## src/rtl/core/cdeq_pkg.sv

```systemverilog
package cdeq_pkg;

  // Fixed widths of the stream fields.
  localparam int ENTRY_W  = 64;
  localparam int POP_W    = 7;
  localparam int OCC_W    = 11;
  localparam int CFG_W    = 11;
  localparam int CMD_W    = 3;
  localparam int STATUS_W = 2;

  // s_tdata: entry_in, pop_count, one pad bit. m_tdata: entry_out, occupancy,
  // is_empty, is_full, three pad bits.
  localparam int S_TDATA_W = 72;
  localparam int S_TUSER_W = CMD_W;
  localparam int M_TDATA_W = 80;
  localparam int M_TUSER_W = STATUS_W;

  localparam int MAX_SLOTS_DEF   = 1024;
  localparam int ENTRY_BITS_DEF  = 64;
  localparam int MAX_POP_RUN_DEF = 64;
  localparam int CMDQ_DEPTH      = 2;

  localparam logic [CMD_W-1:0] OP_PUSH_BACK  = 3'd0;
  localparam logic [CMD_W-1:0] OP_PUSH_FRONT = 3'd1;
  localparam logic [CMD_W-1:0] OP_POP_BACK   = 3'd2;
  localparam logic [CMD_W-1:0] OP_POP_FRONT  = 3'd3;
  localparam logic [CMD_W-1:0] OP_PEEK_BACK  = 3'd4;
  localparam logic [CMD_W-1:0] OP_PEEK_FRONT = 3'd5;
  localparam logic [CMD_W-1:0] OP_CLEAR      = 3'd6;
  localparam logic [CMD_W-1:0] OP_POP_MANY   = 3'd7;

  localparam logic [STATUS_W-1:0] STATUS_OK    = 2'd0;
  localparam logic [STATUS_W-1:0] STATUS_FULL  = 2'd1;
  localparam logic [STATUS_W-1:0] STATUS_EMPTY = 2'd2;

  typedef struct packed {
    logic [CMD_W-1:0]   op;
    logic [POP_W-1:0]   count;
    logic [ENTRY_W-1:0] data;
  } cmd_t;

endpackage

```

## src/rtl/core/cdeq_cmdq.sv

```systemverilog
module cdeq_cmdq (
  input  logic            clk,
  input  logic            rst,
  input  logic            in_valid,
  output logic            in_ready,
  input  cdeq_pkg::cmd_t  in_cmd,
  output logic            out_valid,
  input  logic            out_ready,
  output cdeq_pkg::cmd_t  out_cmd
);

  import cdeq_pkg::*;

  localparam int PW = $clog2(CMDQ_DEPTH);

  cmd_t          mem [CMDQ_DEPTH];
  logic [PW-1:0] wr_ptr;
  logic [PW-1:0] rd_ptr;
  logic [PW:0]   fill;
  logic          push;
  logic          pop;

  assign in_ready  = fill != (PW+1)'(CMDQ_DEPTH);
  assign out_valid = fill != '0;
  assign out_cmd   = mem[rd_ptr];
  assign push      = in_valid && in_ready;
  assign pop       = out_valid && out_ready;

  always_ff @(posedge clk) begin
    if (push) begin
      mem[wr_ptr] <= in_cmd;
    end
  end

  always_ff @(posedge clk) begin
    if (rst) begin
      wr_ptr <= '0;
      rd_ptr <= '0;
      fill   <= '0;
    end else begin
      if (push) begin
        wr_ptr <= wr_ptr + PW'(1);
      end
      if (pop) begin
        rd_ptr <= rd_ptr + PW'(1);
      end
      if (push && !pop) begin
        fill <= fill + (PW+1)'(1);
      end else if (pop && !push) begin
        fill <= fill - (PW+1)'(1);
      end
    end
  end

endmodule

```

## config.mk

```make
export PLATFORM = sky130hd
export DESIGN_NAME = cdeq_cmdq
export DESIGN_NICKNAME = d
export VERILOG_FILES = /design/src/rtl/core/cdeq_pkg.sv /design/src/rtl/core/cdeq_cmdq.sv
export SDC_FILE = /design/constraint.sdc
export NUM_CORES = 1
export LEC_CHECK = 0
export BUFFER_PORTS_ARGS = -buffer_cell sky130_fd_sc_hd__buf_4
export CORE_ASPECT_RATIO = 0.9
export CORE_MARGIN = 3
export CORE_UTILIZATION = 47
export DETAILED_ROUTE_END_ITERATION = 10
export HOLD_SLACK_MARGIN = 0.1
export PLACE_DENSITY = 0.76
export SYNTH_ARGS = -nofsm -noshare
export SYNTH_HDL_FRONTEND = slang
export SYNTH_SLANG_ARGS = --single-unit
```

## constraint.sdc

```tcl
create_clock -name clk -period 2.7 [get_ports clk]
set_input_delay 0.405 -clock clk [delete_from_list [all_inputs] [get_ports clk]]
set_output_delay 0.405 -clock clk [all_outputs]
set_load 0.1 [all_outputs]
```

==> results.md, run 1 <==
* WL/cell at 16.7 um
* CORE AREA at 11500 um2
* Post-synth EDFFs at 148
* IO Count at 154
* Dpl hpwl at 6450 um
* H-tree depth at 4
* Synth async-reset ratio at 0%
* Die width at about 120 um
* Clk_skew at 5.26 ps
* Drt pass-1 iters at 4
* CTS Hold Bufs at 0
* Total grt overflow at 0
* Post-layout minimum cycle time at 2330 ps
* Gate Count Post-Synth at 254
* CTS Buf Count at 17
* DRT Wirelength at ~9800 um
* Max Fclk at between 400 and 500 MHz
* Syn Std Cell Area at 5580 um2
* Bufs on Longest Clock Path at 2
* Max Cap Viol at 0
* Layout cells sized above 1 at 59.1%
* Slew Viols, Final at 0
* Min-Delay Path Class: primary input to register
* CTS tree: built
* Crit path DAT at about 1900 ps
* Crit-path max FO at 37
* Via count at about 2900
* ANT cells at 0
* Postcts setup bufs at 0
* GRT Total Usage at 15.3%
* Final ANT Viol Nets at 0
* Ys flop type: edfxtp_1
* Die H at ~110 um
* Max-Slew Margin vs Limit at 59.6%
* Setup TNS at 0 ps
* WS Path Type: register to output port
* P&R area growth vs syn at 33.1%
* Final Hold Viols at 0
* Worst-Skew Late Latency at 410 ps
* Die Area at roughly 13000 um2
* Starting density of the core at about half
* DRC viols at 0
* CP Capture Type: output port
* Largest net degree at the start of global routing at 46
* Req. time, crit path at 2300 ps
* Synthesized Nets at approximately 330
* Status: complete, no violations
* Number of synthesized register bits at 153
* Clock transition at path regs at ~60 ps
* Port Buffers at ~150
* Vias in the first global route at 3030
* Rows at 37
* GPL Wtd Cong at 0.728
* Placed insts at 560
* Register area share after synthesis at approximately four fifths
* Count of final setup violators at 0
* DR vias/cell at 4.84
* Synth warn at 0
* Number of gates resized after cts at 0
* Fin crit share at 86.1%
* Synth cell types at 19
* Initial antenna violation count at 0
* Initial DRC Count at 168
* Tightest Pin Transition at 606 ps
* RSZ-0062 raised after global routing: no
* Clock root buffer: clkbuf_16
* Final Non-Filler Cells at 591
* CTS Sinks at 153
* First-pass GRT wire length at 15000 um
* Final net count at 502
* Average size of a mapped cell at 22.0 um2
* Worst setup SP type: register
-- state kept, by name, summed over array words and instances (netlist names), named ones only --
signal,flops
mem,148
wr_ptr,1
fill,2
rd_ptr,1
-- cells in the mapped netlist (2+ instances only) --
| master | n | area, um2 |
|---|---|---|
| a21oi_1 | 2 | 10.0 |
| xor2_1 | 3 | 26.3 |
| mux2_2 | 74 | 833 |
| edfxtp_1 | 148 | 4440 |
| buf_6 | 6 | 67.6 |
| dfxtp_1 | 5 | 100 |
| nor2_1 | 3 | 11.3 |
| o21ai_0 | 2 | 10.0 |
-- placed cells by master, fill, tap and decap left out, drive strengths merged --
master,n
or3,1
ha,1
dfxtp,5
and2,1
edfxtp,148
mux2,74
buf,158
nand3b,1
bufinv,1
nand2b,1
and3,1
nor2,3
clkbuf,25
clkinvlp,1
xor2,3
or2,1
a21oi,2
o21ai,2
clkinv,5
a21bo,1
-- path summary, 6_finish.rpt --
check,to,cells after the start,start,slack (ps)
setup / recovery,out_cmd[54],3,register,370
hold / removal,mem[0][59],1,in_cmd[59],180
setup reg to reg,mem[1][45],3,fill[0],890
hold reg to reg,register,2,rd_ptr,500
-- critical path, stage by stage, from the launching register on --
cell,delay (ps)
dfxtp_4,590
buf_12,280
mux2_2,380
buf_4,240
-- cell families after synthesis --
kind of cell	count (synthesis)	share of synthesized area, %
AOI/OAI and AO/OA	5	0.538
xor gates and xnor gates	3	0.471
adders and majority gates	1	0.224
buffers and inverters	9	1.50
DFF	153	81.4
muxes	74	14.9
and+or+nand+nor	9	0.897
-- area by class of cell --
| type | instances | area (um2) |
|---|---|---|
| Clock buffer | 25 | 455 |
| Sequential cell | 153 | 4550 |
| Clock inverter | 6 | 50.0 |
| Fill cell | 806 | 4100 |
| Tap cell | 156 | 195 |
| Multi-Input combinational cell | 92 | 960 |
| Inverter | 1 | 7.51 |
| Timing Repair Buffer | 158 | 1210 |
-- stage by stage --
step / hold WS [ps] / utilization [%] / cell area (um2) / worst slack [ps]
final: 176 / 64.4 / 7430 / 374
after global routing: 153 / 64.4 / 7430 / 287
after CTS: 150 / 64.4 / 7430 / 325
after detailed placement: 495 / 60.0 / 6920 / 780
after global placement: 485 / 60.0 / 6920 / 799
after floorplan: 472 / - / 5590 / 103
-- metal layers --
layer  GRT usage (%)  share of wire (%)
met1            18.2                 40
met5               0                  0
met3            5.76                7.9
met4            8.50                2.4
met2            24.2                 50
Power of run 1 is not shown: default switching activity piles up to over one toggle a cycle in this logic, so the estimate is an artifact.
==> run 2, diff against run 1 <==
CAP_MARGIN = 20   (was default)
RECOVER_POWER = 100   (was default)
==> results.md, run 2 (synthesis results as in run 1) <==
* ANT cells at 0 (unchanged)
* Dpl hpwl at 6450 um (unchanged)
* WL/cell at 16.5 um (was 16.7 um)
* Req. time, crit path at 2300 ps (about the same)
* P&R area growth vs syn at 28.9% (was 33.1%)
* GPL Wtd Cong at 0.728 (unchanged)
* Die H at 109 um (unchanged)
* Setup TNS at 0 ps (unchanged)
* Worst-Skew Late Latency at 410 ps (about the same)
* Tightest Pin Transition at 1200 ps (was 606 ps)
* WS Path Type: register to output port (unchanged)
* CTS Buf Count at 17 (unchanged)
* CTS Hold Bufs at 0 (unchanged)
* FF-to-FF setup slack at 490 ps (was 890 ps)
* FF-to-FF End: mem[0][11] (was mem[1][45])
* Fin crit share at 91.2% (was 86.1%)
* Initial DRC Count at 175 (was 168)
* Largest Register: mem (unchanged)
* Worst setup SP type: register (unchanged)
* Count of final setup violators at 0 (unchanged)
* Bufs on Longest Clock Path at 2 (unchanged)
* Clk_skew at 4.97 ps (was 5.26 ps)
* Max Fclk at 406 MHz (was 430 MHz)
* Crit path DAT at 2060 ps (was 1920 ps)
* Final net count at 502 (unchanged)
* Rows at 37 (unchanged)
* Status: complete, no violations (unchanged)
* Drt pass-1 iters at 5 (was 4)
* Final Hold Viols at 0 (unchanged)
* CORE AREA at 11500 um2 (unchanged)
* Max-Slew Margin vs Limit at 20.6% (was 59.6%)
* Max reg flops at 148 (unchanged)
* Die Area at 13200 um2 (unchanged)
* Final ANT Viol Nets at 0 (unchanged)
* Commonest non-fill, non-tap cell in the layout: edfxtp_1 (was buf_4)
* Slew Viols, Final at 0 (unchanged)
* DRT Wirelength at 9770 um (was 9840 um)
* Via count at 2880 (was 2863)
* FF-to-FF Start: fill[0] (unchanged)
* Port Buffers at 153 (unchanged)
* Largest net degree at the start of global routing at 46 (unchanged)
* H-tree depth at 4 (unchanged)
* Crit-path max FO at 37 (unchanged)
* First-pass GRT wire length at 15000 um (unchanged)
* CTS tree: built (unchanged)
* Die width at 121 um (unchanged)
* CP Capture Type: output port (unchanged)
* R2R depth at 4 (was 3)
* Most frequent cells in the layout: edfxtp_1, mux2_2, clkbuf_2 (was buf_4, edfxtp_1, mux2_2)
* Vias in the first global route at 3030 (unchanged)
* Starting density of the core at 48.4% (unchanged)
* IO Count at 154 (unchanged)
* Total grt overflow at 0 (unchanged)
* CTS Sinks at 153 (unchanged)
* Number of gates resized after cts at 0 (unchanged)
* Clock root buffer: clkbuf_16 (unchanged)
* Max Cap Viol at 0 (unchanged)
* Hold Path Stages at 2 (was 1)
* DRC viols at 0 (unchanged)
* RSZ-0062 raised after global routing: no (unchanged)
* Clock transition at path regs at 50 ps (was 60 ps)
* DR vias/cell at 4.87 (was 4.84)
* GRT Total Usage at 15.3% (unchanged)
* Min-Delay Path Class: primary input to register (unchanged)
* Largest regs: mem x148, fill x2 (unchanged)
* Postcts setup bufs at 0 (unchanged)
* Hold_sp: rst (was in_cmd[59])
* Layout cells sized above 1 at 54.3% (was 59.1%)
* Initial antenna violation count at 0 (unchanged)
* Post-layout minimum cycle time at 2460 ps (was 2330 ps)
run 2: per-layer routing:
layer	wire length (um)	vias up	GRT usage, %	share of wire [%]
li1	-	1349	-	-
met1	3880	1402	18.2	40
met2	4900	106	24.2	50
met3	749	23	5.76	7.7
met4	232	0	8.50	2.4
met5	0	-	0	0
run 2: layout make-up:
type                       count  area, um2
sequential                   153       4550
inverter                       1       7.51
tap                          156        195
clock inverter                 6       50.0
multi-input combinational     92        953
timing repair buffer         158        981
clock buffer                  25        455
fill                         876       4340
run 2: stage by stage:
stage	utilization, %	worst slack, ps	instances	instance area (um2)	hold WS [ps]
after CTS	64.4	325	591	7430	150
final	62.4	237	591	7190	188
after global placement	60.0	799	560	6920	485
after detailed placement	60.0	780	560	6920	495
after global routing	62.4	147	591	7190	170
after floorplan	-	103	254	5590	472
run 2: worst max-delay path by stage:
| stage | cells past startpoint | to | start |
|---|---|---|---|
| 2_1_floorplan | 3 | mem[0][0] | fill[0] |
| 3_3_place_gp | 3 | out_cmd[54] | register |
| 3_5_place_dp | 3 | out_cmd[54] | register |
| 4_1_cts | 3 | out_cmd[61] | register |
| 5_1_grt | 3 | out_cmd[73] | register |
| 6_report | 3 | out_cmd[54] | register |
run 2: worst max-delay path: stages, from the launching register on:
cell,delay (ps)
dfxtp_4,590
buf_12,280
mux2_2,380
clkbuf_2,370
Power of run 2 is left out for the same reason.
